<file path="src/sv/tcs_pkg.sv">
package tcs_pkg;

  // Field widths fixed by the console's port definition.
  localparam int CMD_W  = 2;
  localparam int CHAR_W = 8;
  localparam int IDX_W  = 11;
  localparam int ATTR_W = 8;

  // Command codes on the input channel.
  localparam logic [CMD_W-1:0] CMD_PUT   = 2'd0;
  localparam logic [CMD_W-1:0] CMD_CLEAR = 2'd1;
  localparam logic [CMD_W-1:0] CMD_READ  = 2'd2;

  localparam logic [CHAR_W-1:0] NEWLINE_CODE = 8'd10;
  localparam logic [ATTR_W-1:0] ATTR_RESET   = 8'h0F;

  // Operation codes produced by the front end after classification.
  localparam int OP_W = 3;
  typedef logic [OP_W-1:0] tcs_op_t;

  localparam tcs_op_t OP_NOP        = 3'd0;
  localparam tcs_op_t OP_PUT        = 3'd1;
  localparam tcs_op_t OP_NEWLINE    = 3'd2;
  localparam tcs_op_t OP_CLEAR      = 3'd3;
  localparam tcs_op_t OP_READ       = 3'd4;
  localparam tcs_op_t OP_READ_BLANK = 3'd5;

  // One entry of the command queue between front and back end.
  typedef struct packed {
    tcs_op_t           op;
    logic [CHAR_W-1:0] char_code;
    logic [IDX_W-1:0]  cell_index;
  } tcs_q_t;

  localparam int Q_DEPTH = 2;
  localparam int Q_PW    = $clog2(Q_DEPTH);
  localparam int Q_CW    = $clog2(Q_DEPTH + 1);

endpackage

</file>
<file path="src/sv/tcs_if.sv">
// Command channel into the console.
interface tcs_in_if;
  import tcs_pkg::*;

  logic              valid;
  logic              ready;
  logic [CMD_W-1:0]  cmd;
  logic [CHAR_W-1:0] char_code;
  logic [IDX_W-1:0]  cell_index;

  modport src (output valid, output cmd, output char_code, output cell_index, input ready);
  modport snk (input valid, input cmd, input char_code, input cell_index, output ready);
endinterface


</file>
<file path="src/sv/tcs_front.sv">
module tcs_front #(
  parameter int CELL_COUNT = 2000
) (
  input  logic            clk,
  input  logic            rst_n,
  tcs_in_if.snk           in_ch,
  input  logic            init_busy,
  output logic            q_valid,
  output tcs_pkg::tcs_q_t q_entry,
  input  logic            q_ready
);
  import tcs_pkg::*;

  tcs_q_t           fifo_r [Q_DEPTH];
  logic [Q_PW-1:0]  wr_ptr_r, wr_ptr_nxt;
  logic [Q_PW-1:0]  rd_ptr_r, rd_ptr_nxt;
  logic [Q_CW-1:0]  count_r, count_nxt;
  logic             push, pop;
  tcs_q_t           entry_in;

  // Classify the incoming command into a back-end operation.
  always_comb begin
    entry_in.char_code  = in_ch.char_code;
    entry_in.cell_index = in_ch.cell_index;
    case (in_ch.cmd)
      CMD_PUT: begin
        entry_in.op = (in_ch.char_code == NEWLINE_CODE) ? OP_NEWLINE : OP_PUT;
      end
      CMD_CLEAR: begin
        entry_in.op = OP_CLEAR;
      end
      CMD_READ: begin
        entry_in.op = (32'(in_ch.cell_index) < CELL_COUNT) ? OP_READ : OP_READ_BLANK;
      end
      default: begin
        entry_in.op = OP_NOP;
      end
    endcase
  end

  // The queue takes nothing while the screen store is cleared after reset.
  assign in_ch.ready = (count_r != Q_CW'(Q_DEPTH)) && !init_busy;
  assign push        = in_ch.valid && in_ch.ready;
  assign q_valid     = (count_r != '0);
  assign q_entry     = fifo_r[rd_ptr_r];
  assign pop         = q_valid && q_ready;

  // Queue pointer and occupancy update.
  always_comb begin
    wr_ptr_nxt = push ? Q_PW'(wr_ptr_r + 1'b1) : wr_ptr_r;
    rd_ptr_nxt = pop ? Q_PW'(rd_ptr_r + 1'b1) : rd_ptr_r;
    count_nxt  = count_r;
    if (push && !pop) begin
      count_nxt = Q_CW'(count_r + 1'b1);
    end else if (pop && !push) begin
      count_nxt = Q_CW'(count_r - 1'b1);
    end
  end

  always_ff @(posedge clk) begin
    if (!rst_n) begin
      wr_ptr_r <= '0;
      rd_ptr_r <= '0;
      count_r  <= '0;
    end else begin
      wr_ptr_r <= wr_ptr_nxt;
      rd_ptr_r <= rd_ptr_nxt;
      count_r  <= count_nxt;
    end
  end

  // Queue storage.
  always_ff @(posedge clk) begin
    if (push) begin
      fifo_r[wr_ptr_r] <= entry_in;
    end
  end

endmodule

</file>
<file path="src/flat_wrapper.sv">
// flat-port wrapper written by rule: the top's interface ports become plain ports
module tcs_front_flat import tcs_pkg::*;
#(
  parameter int CELL_COUNT = 2000
)
  (clk, rst_n, init_busy, q_valid, q_entry, q_ready, in_ch_valid, in_ch_cmd, in_ch_char_code, in_ch_cell_index, in_ch_ready);
  tcs_in_if in_ch_i ();
  input  logic clk;
  input  logic rst_n;
  input  logic init_busy;
  output logic q_valid;
  output tcs_pkg::tcs_q_t q_entry;
  input  logic q_ready;
  input wire logic [$bits(in_ch_i.valid)-1:0] in_ch_valid;
  input wire logic [$bits(in_ch_i.cmd)-1:0] in_ch_cmd;
  input wire logic [$bits(in_ch_i.char_code)-1:0] in_ch_char_code;
  input wire logic [$bits(in_ch_i.cell_index)-1:0] in_ch_cell_index;
  output wire logic [$bits(in_ch_i.ready)-1:0] in_ch_ready;
  assign in_ch_i.valid = in_ch_valid;
  assign in_ch_i.cmd = in_ch_cmd;
  assign in_ch_i.char_code = in_ch_char_code;
  assign in_ch_i.cell_index = in_ch_cell_index;
  assign in_ch_ready = in_ch_i.ready;
  tcs_front #(.CELL_COUNT(CELL_COUNT)) u_core (.clk(clk), .rst_n(rst_n), .in_ch(in_ch_i), .init_busy(init_busy), .q_valid(q_valid), .q_entry(q_entry), .q_ready(q_ready));
endmodule
</file>
<file path="config.mk">
export PLATFORM = sky130hd
export DESIGN_NAME = tcs_front_flat
export DESIGN_NICKNAME = d
export VERILOG_FILES = /design/src/sv/tcs_pkg.sv /design/src/sv/tcs_if.sv /design/src/sv/tcs_front.sv /design/src/flat_wrapper.sv
export SDC_FILE = /design/constraint.sdc
export NUM_CORES = 1
export LEC_CHECK = 0
export BUFFER_PORTS_ARGS = -buffer_cell sky130_fd_sc_hd__buf_2
export CORE_MARGIN = 5
export CORE_UTILIZATION = 37
export DETAILED_ROUTE_END_ITERATION = 12
export GPL_ROUTABILITY_DRIVEN = 0
export GPL_TIMING_DRIVEN = 0
export REMOVE_ABC_BUFFERS = 1
export SLEW_MARGIN = 20
export SYNTH_ARGS = -nofsm -noshare
export SYNTH_HDL_FRONTEND = slang
export SYNTH_SLANG_ARGS = --single-unit
</file>
<file path="constraint.sdc">
create_clock -name clk -period 3 [get_ports clk]
set_input_delay 0.6 -clock clk [delete_from_list [all_inputs] [get_ports clk]]
set_output_delay 0.6 -clock clk [all_outputs]
set_load 0.01 [all_outputs]
</file>
==> out/results.txt, run 1 <==
Yosys cell types - 25
Status - completed
DR DRC count - 0
Worst vdd ir - 0.3843 mV
Sum Neg Setup Slack - 0 ps
Final min period - 2469 ps
CP Class - reg -> out
Clock Tree Buf Depth - 2
Synth warn - 0
Row count - 26
Via count - 1072
Post-CTS Setup Repair Bufs - 0
Gr busiest metal - met2
Critical path buffers and inverters - 1
Final setup violation count - 0
Wire length per cell - 14.59 um
Syn_area_per_cell - 18.31 sq um
Hold Buf Count CTS - 0
FMAX - 405.0 MHz
Final-layout fill cell count - 467
Int Power - 0.001301 W
Multi-input gate area - 456.7 sq um
Port buffer count - 49
Gr ovfl total - 0
Met1 GRT Util - 11.43%
Worst EP arrival - 1870 ps
Dpl hpwl - 2.418 mm
Sequential cell area - 0.001421 sq mm
Leakage power - 0.8560 nW
Critical-path cell list - mux2_2, buf_2
Placed Area - 0.002226 sq mm
Max_slew headroom - 32.00%
Clk sinks - 49
Fin. max-slew vios - 0
Hold Crit Class - in -> reg
Yosys top cell by area - edfxtp_1
Clock Pin Slew Worst Setup and Hold Paths - 80 ps
Number of synthesized register bits - 49
Starting Density - 37.39%
Synth top area share - 70.07%
Core area - 0.005042 sq mm
CTS H-Tree Depth - 2
Iter 0 DRT Violations - 31
Worst hold path depth - 1
Initial antenna violation count - 0
Hold Startpoint - in_ch_cell_index[3]
Worst setup EP type - output port
Final hold viol count - 0
Critical Path RT - 2400 ps
Sequential share of the synthesized area - 75.38%
Diodes inserted - 0
# nets final - 185
Clk_skew - 5.177 ps
Max FO, Critical Path - 22
IO Pins - 50
Vias per cell - 4.681
Met3 Track Usage GR - 4.102%
Largest cells by area after synthesis - edfxtp_1 70%, mux2_2 13%, dfxtp_1 5.3%, and2_1 1.3%, nor2b_1 1.0%
Actual slew at the worst max-slew pin - 1020 ps
Grt met2 use - 18.89%
FF-to-FF setup slack - 920 ps
CTS tree - built
Reg2reg start - u_core.count_r[0]
Gr usage total - 10.75%
Antenna Nets Post-Route - 0
Largest net degree at the start of global routing - 23
Combinational share of power - 23.9%
DRT Wirelength - 3.341 mm
Final instance area - 0.002336 sq mm
Total Power - 0.001766 W
Switching share of power - 26.30%
Insertion delay to the later sink of the worst-skew pair - 290 ps
Vias in the first global route - 1153
Synthesized cell area - 0.001886 sq mm
Mapped Cells - 103
Max cap viols - 0
Worst setup SP type - flip-flop
Reg-to-reg endpoint - u_core.fifo_r[1][12]
Pwr/cell area - 755.9 mW/mm^2
Pre-antenna DRT Iters - 4
Unrepaired setup endpoints after global routing - no
Die ar. - 0.006624 sq mm
First-pass GRT wire length - 5.140 mm
Worst r2r path cells - 3
Hold Path Sink - u_core.fifo_r[0][3]
Slowest stage delay, CP - 1000 ps
Final period utilization - 82.31%
CP top delay family - flip-flops
Share of cells above drive strength 1 - 51.57%
Clock power share - 25.3%
Clock root buffer - clkbuf_8
Die width - 81.39 um
Die Ht - 81.39 um
CTS resizes - 0
Psw - 0.0004643 W
Number of buffers created by CTS - 5
Slowest stage cell, crit path - dfxtp_1
Area Overhead vs Synth - 23.89%
Sequential share of power - 50.7%
[cell type report]
class	count	area share [%]
flip-flops and latches	49	60.85
clock inverters	3	1.768
repair buffers	50	11.14
well taps	70	3.749
multi-input cells	52	19.55
clock buffers	5	2.946
[metrics by stage]
| stage | setup WS, ps | cells | hold WS [ps] | utilization, % |
|---|---|---|---|---|
| floorplan | 673.1 | 101 | 451.4 | - |
| global placement | 16.83 | 220 | 458.6 | 43.80 |
| detailed placement | 665.0 | 221 | 492.7 | 44.14 |
| CTS | 461.3 | 229 | 476.2 | 46.33 |
| global route | 405.1 | 229 | 485.1 | 46.33 |
| finish | 530.6 | 229 | 489.7 | 46.33 |
[worst max-delay path by stage]
stage                                       to  cells past startpoint       from
after CTS                           q_entry[6]                      2  flip-flop
after detailed placement  u_core.fifo_r[1][12]                      3  init_busy
after floorplan            u_core.fifo_r[0][0]                      2  init_busy
final                               q_entry[6]                      2  flip-flop
after global routing                q_entry[6]                      2  flip-flop
after global placement    u_core.fifo_r[0][14]                      3  init_busy
[cell families (layout without fill, tap and decap cells)]
group / after synthesis / in the layout / share of synthesized area (%)
buffers and inverters: 2 / 58 / 0.5309
AND/OR/NAND/NOR: 20 / 20 / 6.703
flip-flops: 49 / 49 / 75.38
AO/OA/AOI/OAI: 5 / 5 / 1.658
adder cells (fa/ha/maj): 1 / 1 / 0.6635
XOR/XNOR: 3 / 3 / 1.394
multiplexers: 23 / 23 / 13.67
[registers in the layout, indices dropped and copies added, names as in the netlist, named ones only]
name and count:
u_core.wr_ptr_r 1, u_core.rd_ptr_r 1, u_core.count_r 2, u_core.fifo_r 44
[placed cells by master, fill, tap and decap left out, drive strengths merged]
cell / n
clkbuf: 5
and2: 4
or2: 1
xnor2: 2
dfxtp: 5
nor3b: 1
clkinvlp: 1
nand2b: 1
nand2: 1
nor2: 4
o21ai: 2
mux2i: 1
buf: 50
a32oi: 1
nor4: 1
clkinv: 1
xor2: 1
a21boi: 1
or3: 1
ha: 1
nor2b: 3
bufinv: 1
mux2: 22
a21oi: 1
nor4bb: 1
nand4: 1
or4b: 1
edfxtp: 44
[synthesized netlist by cell type, drive strengths merged]
cell,number
or4b,1
xor2,1
mux2i,1
nor4,1
o21ai,2
a21boi,1
dfxtp,5
xnor2,2
nor2,4
or2,1
mux2,22
nor3b,1
or3,1
buf,2
edfxtp,44
nand2b,1
and2,4
nand2,1
nand4,1
nor2b,3
ha,1
a32oi,1
nor4bb,1
a21oi,1
[metal layers]
layer,up-vias,part of all wire [%]
li1,505,-
met1,508,36
met2,52,52
met3,7,10
met4,0,1.5
met5,-,0
[power by group through the flow]
stage          combinational [W]  clock [W]  sequential (W)
2_1_floorplan           0.000276          0        0.000889
3_3_place_gp            0.000410          0        0.000908
3_5_place_dp            0.000429          0        0.000915
4_1_cts                 0.000431   0.000466        0.000900
5_1_grt                 0.000468   0.000483        0.000907
6_report                0.000423   0.000447        0.000895
Note: power is estimated with default switching activity, not from simulation.
==> run 2: changes to the inputs <==
Clock period 3 ns to 2.1 ns, I/O delays scaled along.
==> run 2 against run 1 <==
Compared with the run above:
- global-route usage unchanged
- critical endpoint unchanged
- non-clock buffer count unchanged
- critical path depth unchanged
- clock power up 43%
- combinational power up 42%
- total power up 43%
- register-to-register slack worse by 760 ps
- count of clock-buffer cells in the layout unchanged
==> out/results.txt, run 2 (synthesis results as in run 1) <==
Status - completed
Critical Path RT - 1680 ps (-720 ps)
Wire length per cell - 14.63 um (+0.30%)
CP Class - reg -> out
Most common cell after layout, fill and taps aside - buf_2
Actual slew at the worst max-slew pin - 583.4 ps (-436.6 ps)
Number of buffers created by CTS - 5 (unchanged)
Biggest regs - u_core.fifo_r x44, u_core.count_r x2
Worst hold path depth - 1 (unchanged)
# nets final - 185 (unchanged)
Via count - 1076 (+0.37%)
Final min period - 1956 ps
Worst r2r path cells - 4 (+1)
First-pass GRT wire length - 5.140 mm (unchanged)
Vias per cell - 4.699 (+0.37%)
Clock Tree Buf Depth - 2 (unchanged)
CTS H-Tree Depth - 2 (unchanged)
Critical-path cell list - mux2_2, buf_2
Pre-CTS WS - -54.97 ps (-720.0 ps)
FMAX - 511.4 MHz
Port buffer count - 49 (unchanged)
Antenna Nets Post-Route - 0 (unchanged)
Pre-antenna DRT Iters - 4 (unchanged)
Hold Crit Class - in -> reg
Clock root buffer - clkbuf_8
Pwr/cell area - 1078 mW/mm^2 (+43%)
Max FO, Critical Path - 22 (unchanged)
Gr usage total - 10.75% (unchanged)
Final hold viol count - 0 (unchanged)
Dpl hpwl - 2.418 mm (unchanged)
Final-layout fill cell count - 467 (unchanged)
Vias in the first global route - 1153 (unchanged)
Gr ovfl total - 0 (unchanged)
Clk_skew - 4.776 ps (-0.4015 ps)
Largest net degree at the start of global routing - 23 (unchanged)
Starting Density - 37.39% (unchanged)
Final setup violation count - 0 (unchanged)
Worst setup SP type - flip-flop
Leakage power - 0.8572 nW (+0.14%)
Die Ht - 81.39 um (unchanged)
Most frequent cells in the layout - 49 x buf_2, 44 x edfxtp_1, 22 x mux2_2
Post-CTS Setup Repair Bufs - 0 (unchanged)
Initial antenna violation count - 0 (unchanged)
IO Pins - 50 (unchanged)
Row count - 26 (unchanged)
Slowest stage cell, crit path - dfxtp_2
Post-route setup slack - 144.5 ps (-386.1 ps)
Hold Buf Count CTS - 0 (unchanged)
Max_slew headroom - 60.93% (+29 points)
Fin. max-slew vios - 0 (unchanged)
DR DRC count - 0 (unchanged)
Worst setup EP type - output port
Biggest register - u_core.fifo_r
Area Overhead vs Synth - 24.02%
Diodes inserted - 0 (unchanged)
Core area - 0.005042 sq mm (unchanged)
Worst vdd ir - 0.5493 mV (+43%)
Slowest stage delay, CP - 690 ps (-310 ps)
Core Util, Final - 46.38% (+0.050 points)
Max cap viols - 0 (unchanged)
Insertion delay to the later sink of the worst-skew pair - 290 ps (about the same)
Share of cells above drive strength 1 - 52.83% (+1.3 points)
DRT Wirelength - 3.351 mm (+0.30%)
Worst EP arrival - 1540 ps (-330 ps)
Unrepaired setup endpoints after global routing - no
CTS tree - built
Max reg flops - 44 (unchanged)
Clock Pin Slew Worst Setup and Hold Paths - 80 ps (about the same)
Final period utilization - 93.12%
Die width - 81.39 um (unchanged)
Clk sinks - 49 (unchanged)
Iter 0 DRT Violations - 31 (unchanged)
Die ar. - 0.006624 sq mm (unchanged)
## run 2: cell counts in the layout (fill, tap and decap cells not counted)
Identical to the previous run, type by type.
## run 2: timing repair
action	4_1_cts	5_1_grt
resized for setup	2	0
hold endpoints to repair	0	0
endpoints found under the setup margin	44	0
## run 2: stage by stage
stage	setup TNS [ps]	instance area, sq um	power [W]	hold WS (ps)	cells
after floorplan	-1791	1876	0.001665	451.4	101
after global placement	-15450	2208	0.001883	458.6	220
after detailed placement	-1184	2226	0.001919	492.7	221
after CTS	0	2338	0.002566	296.2	229
after global routing	0	2338	0.002654	305.1	229
final	0	2338	0.002522	309.2	229
## run 2: layout make-up
cell class | count | area, sq um | share of cell area [%]
Sequential cell | 49 | 1423 | 60.83
Multi-Input combinational cell | 52 | 457.9 | 19.58
Timing Repair Buffer | 50 | 260.3 | 11.13
Tap cell | 70 | 87.58 | 3.745
Clock buffer | 5 | 68.82 | 2.943
Clock inverter | 3 | 41.29 | 1.766
## run 2: report_power, final
group | switching, W | leakage [nW] | internal (W)
clock network | 0.000289 | 0.0518 | 0.000350
logic | 0.000269 | 0.360 | 0.000333
registers | 0.000106 | 0.445 | 0.00118
## run 2: worst max-delay path, delay by kind of cell, from the launching register on
kind	cells	cell delay [ps]
flip-flops	1	690
multiplexers	1	410
buffers and inverters	1	140
## run 2: metal layers
layer  global-route usage, %  up-vias  share of wire [%]
li1                        -      504                  -
met4                   4.561        0                1.5
met5                       0        -                  0
met2                   18.89       47                 52
met3                   4.102        7                9.9
met1                   11.43      518                 36
## run 2: path summary, 6_finish.rpt
| kind | startpoint | to | slack, ps |
|---|---|---|---|
| setup / recovery | flip-flop | q_entry[6] | 140 |
| hold / removal | in_ch_cell_index[3] | u_core.fifo_r[0][3] | 310 |
| setup reg to reg | u_core.count_r[0] | u_core.fifo_r[0][14] | 160 |
| hold reg to reg | u_core.wr_ptr_r | u_core.wr_ptr_r | 510 |
